File: config.mk
export PLATFORM = sky130hd
export DESIGN_NAME = raster_local_minimum_sum
export DESIGN_NICKNAME = d
export VERILOG_FILES = /design/src/sv/rlms_pkg.sv /design/src/sv/rlms_ram.sv /design/src/sv/rlms_cell.sv /design/src/sv/rlms_judge.sv /design/src/sv/raster_local_minimum_sum.sv
export SDC_FILE = /design/constraint.sdc
export NUM_CORES = 2
export LEC_CHECK = 0
export BUFFER_PORTS_ARGS = -buffer_cell sky130_fd_sc_hd__buf_2
export CORE_MARGIN = 1.5
export CORE_UTILIZATION = 30
export DETAILED_ROUTE_END_ITERATION = 7
export SYNTH_ARGS = -nofsm -noshare
export SYNTH_HDL_FRONTEND = slang
export SYNTH_SLANG_ARGS = --single-unit
File: constraint.sdc
create_clock -name i_clk -period 25.7 [get_ports i_clk]
set_input_delay 5.14 -clock i_clk [delete_from_list [all_inputs] [get_ports i_clk]]
set_output_delay 5.14 -clock i_clk [all_outputs]
set_load 0.02 [all_outputs]
File: src/sv/rlms_pkg.sv
// ----------------------------------------------------------------------------
// rlms_pkg: shared types and constants of the raster local minimum sum block
// Field widths, register codes and the control bundle of the window cells.
// ----------------------------------------------------------------------------
package rlms_pkg;

    localparam int FW_W        = 8;      // frame_width register
    localparam int FH_W        = 13;     // frame_height register
    localparam int ROW_W       = 12;     // row index
    localparam int SUM_W       = 24;     // risk_sum field
    localparam int COUNT_W     = 20;     // low_count field
    localparam int CFG_DATA_W  = 13;     // widest configuration register
    localparam int CFG_INDEX_W = 1;

    localparam logic [FH_W-1:0]    HEIGHT_MAX         = 13'd4096;
    localparam logic [FW_W-1:0]    FRAME_WIDTH_RESET  = 8'd100;
    localparam logic [FH_W-1:0]    FRAME_HEIGHT_RESET = 13'd100;
    localparam logic [SUM_W-1:0]   SUM_MAX            = 24'hFF_FFFF;
    localparam logic [COUNT_W-1:0] COUNT_MAX          = 20'hF_FFFF;

    typedef enum logic [CFG_INDEX_W-1:0] {
        CFG_FRAME_WIDTH  = 1'b0,
        CFG_FRAME_HEIGHT = 1'b1
    } t_cfg_index;

    // Control of the window cells: shift on every accepted item, and empty
    // the window when the item closes a row.
    typedef struct packed {
        logic shift;
        logic clear;
    } t_cell_ctrl;

endpackage

File: src/sv/rlms_ram.sv
// ----------------------------------------------------------------------------
// rlms_ram: generic line store
// One write port, two read ports with registered read data. A read of the
// address being written in the same cycle returns the new data.
// ----------------------------------------------------------------------------
module rlms_ram #(
    parameter int WIDTH = 4,
    parameter int DEPTH = 128
) (
    input  logic                     i_clk,
    input  logic                     i_we,
    input  logic [$clog2(DEPTH)-1:0] i_waddr,
    input  logic [WIDTH-1:0]         i_wdata,
    input  logic [$clog2(DEPTH)-1:0] i_raddr_a,
    input  logic [$clog2(DEPTH)-1:0] i_raddr_b,
    output logic [WIDTH-1:0]         o_rdata_a,
    output logic [WIDTH-1:0]         o_rdata_b
);

    logic [WIDTH-1:0] r_mem [DEPTH];
    logic [WIDTH-1:0] r_rdata_a;
    logic [WIDTH-1:0] r_rdata_b;

    always_ff @(posedge i_clk) begin
        if (i_we) begin
            r_mem[i_waddr] <= i_wdata;
        end
        if (i_we && (i_waddr == i_raddr_a)) begin
            r_rdata_a <= i_wdata;
        end else begin
            r_rdata_a <= r_mem[i_raddr_a];
        end
        if (i_we && (i_waddr == i_raddr_b)) begin
            r_rdata_b <= i_wdata;
        end else begin
            r_rdata_b <= r_mem[i_raddr_b];
        end
    end

    assign o_rdata_a = r_rdata_a;
    assign o_rdata_b = r_rdata_b;

endmodule

File: src/sv/rlms_cell.sv
// ----------------------------------------------------------------------------
// rlms_cell: one column of the neighbourhood window
// Holds the pixel above and the pixel of the current row for one column
// behind the current one, and hands them on to the next cell per item.
// ----------------------------------------------------------------------------
module rlms_cell #(
    parameter int VALUE_BITS = 4
) (
    input  logic                    i_clk,
    input  logic                    i_rst_n,
    input  rlms_pkg::t_cell_ctrl    i_ctrl,
    input  logic                    i_valid,
    input  logic [VALUE_BITS-1:0]   i_above,
    input  logic [VALUE_BITS-1:0]   i_cur,
    output logic                    o_valid,
    output logic [VALUE_BITS-1:0]   o_above,
    output logic [VALUE_BITS-1:0]   o_cur
);

    logic                  r_valid;
    logic [VALUE_BITS-1:0] r_above;
    logic [VALUE_BITS-1:0] r_cur;

    // The valid bit says that this column exists in the current row.
    always_ff @(posedge i_clk) begin
        if (!i_rst_n) begin
            r_valid <= 1'b0;
        end else if (i_ctrl.shift) begin
            r_valid <= i_valid && !i_ctrl.clear;
        end
    end

    always_ff @(posedge i_clk) begin
        if (i_ctrl.shift) begin
            r_above <= i_above;
            r_cur   <= i_cur;
        end
    end

    assign o_valid = r_valid;
    assign o_above = r_above;
    assign o_cur   = r_cur;

endmodule

File: src/sv/rlms_judge.sv
// ----------------------------------------------------------------------------
// rlms_judge: strict local minimum test
// A pixel is low when it lies strictly below every neighbour that exists.
// ----------------------------------------------------------------------------
module rlms_judge #(
    parameter int VALUE_BITS = 4
) (
    input  logic                  i_enable,
    input  logic [VALUE_BITS-1:0] i_center,
    input  logic                  i_has_r,
    input  logic [VALUE_BITS-1:0] i_r,
    input  logic                  i_has_l,
    input  logic [VALUE_BITS-1:0] i_l,
    input  logic                  i_has_d,
    input  logic [VALUE_BITS-1:0] i_d,
    input  logic                  i_has_u,
    input  logic [VALUE_BITS-1:0] i_u,
    output logic                  o_low
);

    always_comb begin
        o_low = i_enable
             && !(i_has_r && (i_r <= i_center))
             && !(i_has_l && (i_l <= i_center))
             && !(i_has_d && (i_d <= i_center))
             && !(i_has_u && (i_u <= i_center));
    end

endmodule

File: src/sv/raster_local_minimum_sum.sv
// ----------------------------------------------------------------------------
// raster_local_minimum_sum: sum and count of four-neighbour low points
// Pixels arrive in row-major order. Two line stores, alternating by row,
// and a two-cell window give each pixel its neighbours; one result item
// per frame carries the risk sum and the number of low points.
//
//   channel   direction  handshake                payload
//   -------   ---------  -----------------------  -----------------------------
//   in        input      i_in_valid / o_in_stall  i_height_value
//   out       output     o_out_valid / i_out_stall o_risk_sum, o_low_count
//   cfg       input      i_cfg_we (no wait)       i_cfg_index, i_cfg_data
//
// One item is taken per clock unless the input stalls; the line stores are
// read ahead at the column of the next item, so their registered read sets
// no extra wait. The result of the frame's last pixel appears in the output
// register on the following cycle. The input stalls only when a result
// still waits in that register and the next item would produce another one.
// Reset is synchronous; the line stores hold no reset and need no clearing.
// ----------------------------------------------------------------------------
module raster_local_minimum_sum #(
    parameter int MAX_WIDTH  = 128,
    parameter int VALUE_BITS = 4
) (
    input  logic                              i_clk,
    input  logic                              i_rst_n,
    input  logic                              i_in_valid,
    output logic                              o_in_stall,
    input  logic [VALUE_BITS-1:0]             i_height_value,
    output logic                              o_out_valid,
    input  logic                              i_out_stall,
    output logic [rlms_pkg::SUM_W-1:0]        o_risk_sum,
    output logic [rlms_pkg::COUNT_W-1:0]      o_low_count,
    input  logic                              i_cfg_we,
    input  logic [rlms_pkg::CFG_INDEX_W-1:0]  i_cfg_index,
    input  logic [rlms_pkg::CFG_DATA_W-1:0]   i_cfg_data
);

    localparam int CW    = $clog2(MAX_WIDTH);
    localparam int WW    = (CW + 1 > rlms_pkg::FW_W) ? CW + 1 : rlms_pkg::FW_W;
    localparam int INC_W = VALUE_BITS + 2;
    localparam int SW1   = rlms_pkg::SUM_W + 1;
    localparam int CW1   = rlms_pkg::COUNT_W + 1;

    // Configuration and control state
    logic [rlms_pkg::FW_W-1:0]    r_fw;
    logic [rlms_pkg::FH_W-1:0]    r_fh;
    logic [CW-1:0]                r_col;
    logic [CW-1:0]                n_col;
    logic [rlms_pkg::ROW_W-1:0]   r_row;
    logic [rlms_pkg::ROW_W-1:0]   n_row;
    logic [rlms_pkg::SUM_W-1:0]   r_acc;
    logic [rlms_pkg::COUNT_W-1:0] r_cnt;
    logic                         r_out_valid;
    logic [rlms_pkg::SUM_W-1:0]   r_out_sum;
    logic [rlms_pkg::COUNT_W-1:0] r_out_cnt;

    logic                   accept_in;
    logic [CW:0]            col_inc;
    logic [rlms_pkg::FH_W-1:0] row_inc;
    logic                   last_col;
    logic                   last_row;
    logic                   is_last;
    logic                   row_ge1;
    logic                   row_ge2;

    // Line store ports
    logic [CW-1:0]          rd_addr_a;
    logic [CW-1:0]          rd_addr_b;
    logic [VALUE_BITS-1:0]  ram_a [2];
    logic [VALUE_BITS-1:0]  ram_b [2];
    logic [VALUE_BITS-1:0]  above_c;
    logic [VALUE_BITS-1:0]  above_r;
    logic [VALUE_BITS-1:0]  cur_c;

    // Window cells
    rlms_pkg::t_cell_ctrl   cell_ctrl;
    logic                   c0_valid;
    logic [VALUE_BITS-1:0]  c0_above;
    logic [VALUE_BITS-1:0]  c0_cur;
    logic                   c1_valid;
    logic [VALUE_BITS-1:0]  c1_cur;

    // Judgements and accumulation
    logic                   low_up;
    logic                   low_left;
    logic                   low_here;
    logic [INC_W-1:0]       inc_sum;
    logic [1:0]             inc_cnt;
    logic [SW1-1:0]         sum_wide;
    logic [CW1-1:0]         cnt_wide;
    logic [rlms_pkg::SUM_W-1:0]   sum_sat;
    logic [rlms_pkg::COUNT_W-1:0] cnt_sat;

    // ------------------------------------------------------------------
    // Position in the frame. A zero register acts as one, and the upper
    // bounds clamp, which the comparisons below give without a special path.
    // ------------------------------------------------------------------
    assign col_inc  = {1'b0, r_col} + 1'b1;
    assign row_inc  = {1'b0, r_row} + 1'b1;
    assign last_col = (WW'(col_inc) >= WW'(r_fw))
                   || (col_inc >= (CW + 1)'(MAX_WIDTH));
    assign last_row = (row_inc >= r_fh) || (row_inc >= rlms_pkg::HEIGHT_MAX);
    assign is_last  = last_col && last_row;
    assign row_ge1  = (r_row != '0);
    assign row_ge2  = |r_row[rlms_pkg::ROW_W-1:1];

    assign o_in_stall = r_out_valid && i_out_stall && is_last;
    assign accept_in  = i_in_valid && !o_in_stall;

    always_comb begin
        n_col = r_col;
        n_row = r_row;
        if (accept_in) begin
            if (last_col) begin
                n_col = '0;
                n_row = last_row ? '0 : rlms_pkg::ROW_W'(row_inc);
            end else begin
                n_col = CW'(col_inc);
            end
        end
    end

    always_ff @(posedge i_clk) begin
        if (!i_rst_n) begin
            r_col <= '0;
            r_row <= '0;
        end else begin
            r_col <= n_col;
            r_row <= n_row;
        end
    end

    always_ff @(posedge i_clk) begin
        if (!i_rst_n) begin
            r_fw <= rlms_pkg::FRAME_WIDTH_RESET;
            r_fh <= rlms_pkg::FRAME_HEIGHT_RESET;
        end else if (i_cfg_we) begin
            case (rlms_pkg::t_cfg_index'(i_cfg_index))
                rlms_pkg::CFG_FRAME_WIDTH: begin
                    r_fw <= i_cfg_data[rlms_pkg::FW_W-1:0];
                end
                rlms_pkg::CFG_FRAME_HEIGHT: begin
                    r_fh <= i_cfg_data[rlms_pkg::FH_W-1:0];
                end
                default: begin
                end
            endcase
        end
    end

    // ------------------------------------------------------------------
    // Line stores: store k holds the rows whose index has parity k. Both
    // are read at the next item's column and the one to its right.
    // ------------------------------------------------------------------
    assign rd_addr_a = n_col;
    assign rd_addr_b = (n_col == CW'(MAX_WIDTH - 1)) ? '0 : n_col + 1'b1;

    for (genvar k = 0; k < 2; k++) begin : g_store
        rlms_ram #(
            .WIDTH (VALUE_BITS),
            .DEPTH (MAX_WIDTH)
        ) u_store (
            .i_clk     (i_clk),
            .i_we      (accept_in && (r_row[0] == 1'(k))),
            .i_waddr   (r_col),
            .i_wdata   (i_height_value),
            .i_raddr_a (rd_addr_a),
            .i_raddr_b (rd_addr_b),
            .o_rdata_a (ram_a[k]),
            .o_rdata_b (ram_b[k])
        );
    end

    // The store of the current row still holds the row two above.
    assign above_c = r_row[0] ? ram_a[0] : ram_a[1];
    assign above_r = r_row[0] ? ram_b[0] : ram_b[1];
    assign cur_c   = r_row[0] ? ram_a[1] : ram_a[0];

    // ------------------------------------------------------------------
    // Window: cell 0 holds column c-1, cell 1 holds column c-2.
    // ------------------------------------------------------------------
    assign cell_ctrl.shift = accept_in;
    assign cell_ctrl.clear = accept_in && last_col;

    rlms_cell #(
        .VALUE_BITS (VALUE_BITS)
    ) u_cell0 (
        .i_clk   (i_clk),
        .i_rst_n (i_rst_n),
        .i_ctrl  (cell_ctrl),
        .i_valid (1'b1),
        .i_above (above_c),
        .i_cur   (i_height_value),
        .o_valid (c0_valid),
        .o_above (c0_above),
        .o_cur   (c0_cur)
    );

    rlms_cell #(
        .VALUE_BITS (VALUE_BITS)
    ) u_cell1 (
        .i_clk   (i_clk),
        .i_rst_n (i_rst_n),
        .i_ctrl  (cell_ctrl),
        .i_valid (c0_valid),
        .i_above (c0_above),
        .i_cur   (c0_cur),
        .o_valid (c1_valid),
        .o_above (),
        .o_cur   (c1_cur)
    );

    // ------------------------------------------------------------------
    // The pixel above is complete once the pixel below it arrives. In the
    // last row the left pixel is complete when its right neighbour comes,
    // and the frame's last pixel is judged at once.
    // ------------------------------------------------------------------
    rlms_judge #(
        .VALUE_BITS (VALUE_BITS)
    ) u_judge_up (
        .i_enable (row_ge1),
        .i_center (above_c),
        .i_has_r  (!last_col),
        .i_r      (above_r),
        .i_has_l  (c0_valid),
        .i_l      (c0_above),
        .i_has_d  (1'b1),
        .i_d      (i_height_value),
        .i_has_u  (row_ge2),
        .i_u      (cur_c),
        .o_low    (low_up)
    );

    rlms_judge #(
        .VALUE_BITS (VALUE_BITS)
    ) u_judge_left (
        .i_enable (last_row && c0_valid),
        .i_center (c0_cur),
        .i_has_r  (1'b1),
        .i_r      (i_height_value),
        .i_has_l  (c1_valid),
        .i_l      (c1_cur),
        .i_has_d  (1'b0),
        .i_d      (i_height_value),
        .i_has_u  (row_ge1),
        .i_u      (c0_above),
        .o_low    (low_left)
    );

    rlms_judge #(
        .VALUE_BITS (VALUE_BITS)
    ) u_judge_here (
        .i_enable (is_last),
        .i_center (i_height_value),
        .i_has_r  (1'b0),
        .i_r      (c0_cur),
        .i_has_l  (c0_valid),
        .i_l      (c0_cur),
        .i_has_d  (1'b0),
        .i_d      (c0_cur),
        .i_has_u  (row_ge1),
        .i_u      (above_c),
        .o_low    (low_here)
    );

    always_comb begin
        inc_sum = '0;
        if (low_up) begin
            inc_sum = inc_sum + INC_W'(above_c) + 1'b1;
        end
        if (low_left) begin
            inc_sum = inc_sum + INC_W'(c0_cur) + 1'b1;
        end
        if (low_here) begin
            inc_sum = inc_sum + INC_W'(i_height_value) + 1'b1;
        end
        inc_cnt = 2'(low_up) + 2'(low_left) + 2'(low_here);
    end

    // Saturating once after the whole increment equals saturating per add.
    assign sum_wide = SW1'(r_acc) + SW1'(inc_sum);
    assign cnt_wide = CW1'(r_cnt) + CW1'(inc_cnt);
    assign sum_sat  = (sum_wide > SW1'(rlms_pkg::SUM_MAX))
                    ? rlms_pkg::SUM_MAX : sum_wide[rlms_pkg::SUM_W-1:0];
    assign cnt_sat  = (cnt_wide > CW1'(rlms_pkg::COUNT_MAX))
                    ? rlms_pkg::COUNT_MAX : cnt_wide[rlms_pkg::COUNT_W-1:0];

    always_ff @(posedge i_clk) begin
        if (!i_rst_n) begin
            r_acc <= '0;
            r_cnt <= '0;
        end else if (accept_in) begin
            if (is_last) begin
                r_acc <= '0;
                r_cnt <= '0;
            end else begin
                r_acc <= sum_sat;
                r_cnt <= cnt_sat;
            end
        end
    end

    // ------------------------------------------------------------------
    // Output register
    // ------------------------------------------------------------------
    always_ff @(posedge i_clk) begin
        if (!i_rst_n) begin
            r_out_valid <= 1'b0;
        end else if (accept_in && is_last) begin
            r_out_valid <= 1'b1;
        end else if (!i_out_stall) begin
            r_out_valid <= 1'b0;
        end
    end

    always_ff @(posedge i_clk) begin
        if (accept_in && is_last) begin
            r_out_sum <= sum_sat;
            r_out_cnt <= cnt_sat;
        end
    end

    assign o_out_valid = r_out_valid;
    assign o_risk_sum  = r_out_sum;
    assign o_low_count = r_out_cnt;

endmodule

# [After elaboration in Yosys (flattened, before gate mapping)]
# Memories as Yosys holds them, arrays and structs flattened. A register that Yosys moved wholly into a read port is not among the register bits.
# Index checks and enable logic that the tools add are counted.
[totals] reg_bits=143 latch_bits=0 ram_bits=1024 rom_bits=0 input_bits=23 output_inout_bits=46 word_cells=112 memories=2
[memory_table] memory="g_store[0].u_store.r_mem" depth=128 word_bits=4 read_ports=2 rd_clocked_by_memory_dff=2 write_ports=1 line="rlms_ram.sv:20" text="logic [WIDTH-1:0] r_mem [DEPTH];"
[memory_table] memory="g_store[1].u_store.r_mem" depth=128 word_bits=4 read_ports=2 rd_clocked_by_memory_dff=2 write_ports=1 line="rlms_ram.sv:20"
[classes] add_sub_neg=12 n_mul=0 div=0 magnitude_cmp=15 eq_ne=2 shift=0 mux=20 bitwise=2 reduce_logical=45
[op_table] op="$mux 24" n=2
[op_table] op="$mux 20" n=2
[op_table] op="$le 4x4->1" n=9
[op_table] op="$logic_and 1x1->1" n=26
[op_table] op="$add 24x6->25" n=1
[op_table] op="$gt 25x24->1 const B" n=1
[op_table] op="$add 20x2->21" n=1
[op_table] op="$gt 21x20->1 const B" n=1
[op_table] op="$mux 7" n=3
[op_table] op="$add 12x1->13 const B" n=1
[op_table] op="$ge 13x13->1" n=1
[op_table] op="$ge 13x13->1 const B" n=1
[op_table] op="$add 6x1->6 const B" n=2
[op_table] op="$add 6x4->6" n=2
[op_table] op="$logic_not 1->1" n=12
[op_table] op="$mux 12" n=1
[op_table] op="$mux 4" n=3
[op_table] op="$mux 6" n=2
[op_table] op="$reduce_bool 12->1" n=1
[op_table] op="$reduce_or 11->1" n=1
[op_table] op="$add 7x1->8 const B" n=1
[op_table] op="$ge 8x8->1" n=1
[op_table] op="$ge 8x8->1 const B" n=1
[op_table] op="$add 7x1->7 const B" n=1
[op_table] op="other kinds (10)" n=19

# [Logic depth before layout (Yosys ltp)]
[depth] ltp_word=21 mapped_depth=46 depth_no_buf=39

# [Cells and area by module]
# From an unflattened synthesis, not the netlist that was laid out.
[hier_totals] hier_cells=3306 area_unflattened_um2=58203.3
[modules_own_cells] module="rlms_ram" n_inst=2 cells_per_inst=1127 area_each_um2=24385.9 seq_area_each_um2=15655.0
[modules_own_cells] module="raster_local_minimum_sum" n_inst=1 cells_per_inst=866 area_each_um2=7594.8 seq_area_each_um2=3022.9
[modules_own_cells] module="rlms_judge" n_inst=3 cells_per_inst=54 area_each_um2=425.4 seq_area_each_um2=0.0
[modules_own_cells] module="rlms_cell" n_inst=2 cells_per_inst=12 area_each_um2=280.3 seq_area_each_um2=260.2

# [Worst setup path after synthesis]
# No wires, ideal clock.
[synth_path] kind="in2out" start="input i_out_stall" end="output o_in_stall" arrival_time_ns=5.901 required_ns=20.560 path_slack_ns=14.659 path_stages=3 n_path_buf=0 path_cell_list="and2_0 nand2_1 a21oi_1"
[synth_between] elab_chain_cells=2
[synth_rtl] item="from (decl)" line="raster_local_minimum_sum.sv:30" text="input logic i_out_stall,"
[synth_rtl] item="$logic_and 1x1->1 (2 in series)" line="raster_local_minimum_sum.sv:107" text="assign o_in_stall = r_out_valid && i_out_stall && is_last;"
[synth_rtl] item="to (decl)" line="raster_local_minimum_sum.sv:27" text="output logic o_in_stall,"
# Every way passes these cells.

# [Worst setup path after layout]
# Same ends and word-level chain as after synthesis.

==> results.json <==
{
  "cts.sinks": 1181,
  "antenna_left": 0,
  "die_x_um": 441,
  "ff2ff_setup_slack_ns": 14.45,
  "critPathMaxStageDelay_ns": 0.40,
  "syn-cell-area_um2": 57600,
  "cp.depth": 5,
  "coreArea_um2": 191000,
  "syn-num-nets": 3435,
  "cp_top_family": "simple AND/OR/NAND/NOR gates",
  "hpwl_um": 104000,
  "max_freq_mhz": 87.1,
  "synth_top_flop_cell": "edfxtp_1",
  "drt_iter0_markers": 3597,
  "cpMaxStageDelayCell": "a21oi_1",
  "netlist_top_cells_area": "edfxtp_1 56%, mux4_2 23%, dfxtp_1 3.5%",
  "worst_setup_path_start_kind": "input pin",
  "synthDistinctLibCells": 78,
  "syn_to_final_growth_pct": 11.5,
  "cp_cell_sequence": "buf_2, and2_0, nand2_1, a21oi_1, buf_2",
  "synth_commonest_cells": "1,080 x edfxtp_1, 586 x mux4_2, 296 x nor2_1, 167 x nand2_1, 115 x clkbuf_1",
  "detail_route.wl_per_cell_um": 26.6,
  "synth_simple_gate_area_share_pct": 5.84,
  "setup_violations": 0,
  "antenna_found_initial": 9,
  "fin_area_um2": 64200,
  "r2r_cells": 37,
  "overflow": 0,
  "crit_top_cell": "buf_2",
  "r2r_end": "r_acc[21]",
  "seqCellArea_um2": 34500,
  "cts_tree": "built",
  "crit_end": "o_in_stall",
  "tightest_slew_ns": 1.13,
  "report.final.slew_viol_count": 0,
  "ys_seq_area_share_pct": 59.8,
  "synthMuxAreaShare_pct": 25.5,
  "grt_max_degree": 135,
  "slew_headroom_pct": 24.7,
  "clockRootBuffer": "clkbuf_16",
  "critPathKind": "in2out",
  "nFillCells": 18100,
  "synth_top_family_by_area": "multiplexers",
  "clk_latency_ns": 0.75,
  "drive_gt1_share_pct": 27.2,
  "synth-async-reset-ratio_pct": 0,
  "nNetsFinal": 3448,
  "wl_um": 159000,
  "ir_worst_vdd_uv": 51.3,
  "arrival_ns": 6.34,
  "crit_path_start": "i_out_stall",
  "grt_pass1_wl_um": 233000,
  "critical_path_peak_fanout": 6,
  "synth_compound_area_share_pct": 3.66,
  "rows": 160,
  "initial_core_util_pct": 30.2,
  "multi_input_area_um2": 21600,
  "io-pin-count": 69,
  "p_leak_nw": 20.0,
  "dieArea_um2": 195000,
  "cts_hold_buf": 0,
  "setup_ws_ns": 14.22,
  "timing.critical_path.buf_inv": 2,
  "drc_errors": 0,
  "whs_ns": 0.464,
  "synth-xor-area-share_pct": 0.714,
  "clk_pin_slew_ns": 0.06,
  "synth_top_cell_by_area": "edfxtp_1",
  "dp_slack_ns": 13.77,
  "cts_buffer_depth": 3,
  "synth_cells": 3337,
  "htree_levels": 3,
  "tns_ns": 0,
  "yosysMostFrequentCell": "edfxtp_1",
  "synth-seq-cells": 1181,
  "min_path_cells": 2,
  "place.gp.congestion": 0.838,
  "synth_fa_ha_area_share_pct": 1.68,
  "hold_viol_final": 0,
  "powerDensity_nw_per_um2": 67.8,
  "cp-end-kind": "output port",
  "synth.avg_cell_area_um2": 17.3,
  "status": "complete, no violations",
  "placed_area_um2": 60400,
  "fin_crit_sh_pct": 44.7,
  "avgViaCountPerCell": 5.46,
  "cts_setup_buffers": 0,
  "grt_pass1_vias": 33200,
  "fin_skew_ns": 0.0426,
  "maxCapViolCount": 0,
  "finalCriticalPeriod_ns": 11.48,
  "required_ns": 20.56,
  "vias": 32500,
  "synth_edf_count": 1080,
  "cts_buffers": 117,
  "holdCritPathClass": "reg2reg",
  "synth_top_area_share_pct": 56.3,
  "die_h_um": 441,
  "rsz0062_at_grt": "false",
  "first_pass_iters": 5,
  "yosysWarnings": 0,
  "cts_resized": 0,
  "track_usage_pct": 16.2,
  "portBuffers": 68
}
-- placed cells by master (no fill, tap or decap), types with 60 or more instances in the layout --
cell type / count
nor2_1: 294
nand2_1: 167
dfxtp_1: 93
buf_2: 64
inv_1: 61
nor2b_1: 72
clkbuf_16: 118
buf_4: 63
ha_1: 71
edfxtp_1: 1080
mux2i_1: 60
mux4_2: 586
-- layer usage --
| layer | routed length (um) | track usage [%] | vias up |
|---|---|---|---|
| met5 | 35 | 0 | - |
| met4 | 5350 | 5.83 | 6 |
| met3 | 11900 | 2.83 | 266 |
| met2 | 78200 | 26.9 | 1323 |
| met1 | 63100 | 21.3 | 17200 |
| li1 | - | - | 13700 |
-- flip-flops by register name, summed over array words and instances (netlist names), 8 cells and up, named ones only --
register	count
r_cnt	20
r_acc	24
r_row	12
g_store.u_store.r_mem	1024
o_low_count	20
r_fw	8
o_risk_sum	24
r_fh	13
-- worst min-delay path by stage --
stage                     slack (ns)         endpoint             from
after floorplan                 0.44  u_cell1.o_valid  u_cell1.o_valid
after detailed placement        0.46          r_fh[7]          r_fh[7]
final                           0.46          r_fh[7]          r_fh[7]
after CTS                       0.47          r_fh[7]          r_fh[7]
after global routing            0.50          r_fh[7]          r_fh[7]
after global placement          0.45  u_cell1.o_valid  u_cell1.o_valid
-- metrics by stage --
step           utilization [%]  instances  total power (W)
2_1_floorplan                -       3337          0.00250
3_3_place_gp              31.7       5742          0.00267
3_5_place_dp              31.7       5742          0.00267
4_1_cts                   33.7       5958          0.00439
5_1_grt                   33.7       5959          0.00448
6_report                  33.7       5959          0.00436
-- worst reg2reg max path: cells and delay by family, from the launching register on --
family,cells,cell delay [ns]
compound gates,10,2.96
buf+inv,6,2.35
mux,5,1.81
simple gates,10,1.59
fa+ha+maj,4,1.41
flops,1,0.74
xor+xnor,2,0.32
-- where the power goes --
group	total (W)	switching [W]	internal (W)
sequential	0.00212	0.0000216	0.00210
combinational	0.000504	0.000272	0.000232
clock	0.00173	0.000763	0.000968
total	0.00436	0.00106	0.00330
-- cells by family after synthesis --
kind of cell | Yosys count
flops | 1181
mux | 686
xor+xnor | 47
buf+inv | 306
compound gates | 312
fa+ha+maj | 75
simple gates | 730
-- area by class of cell --
| type | count | area share [%] |
|---|---|---|
| multi-input cells | 1850 | 33.6 |
| clock inverters | 78 | 1.22 |
| well taps | 2511 | 4.89 |
| flip-flops and latches | 1181 | 53.7 |
| repair buffers | 135 | 1.45 |
| clock buffers | 138 | 4.74 |
| inverters | 65 | 0.380 |
| diodes | 1 | 0.00390 |
Power figures use the tool's default switching activity.
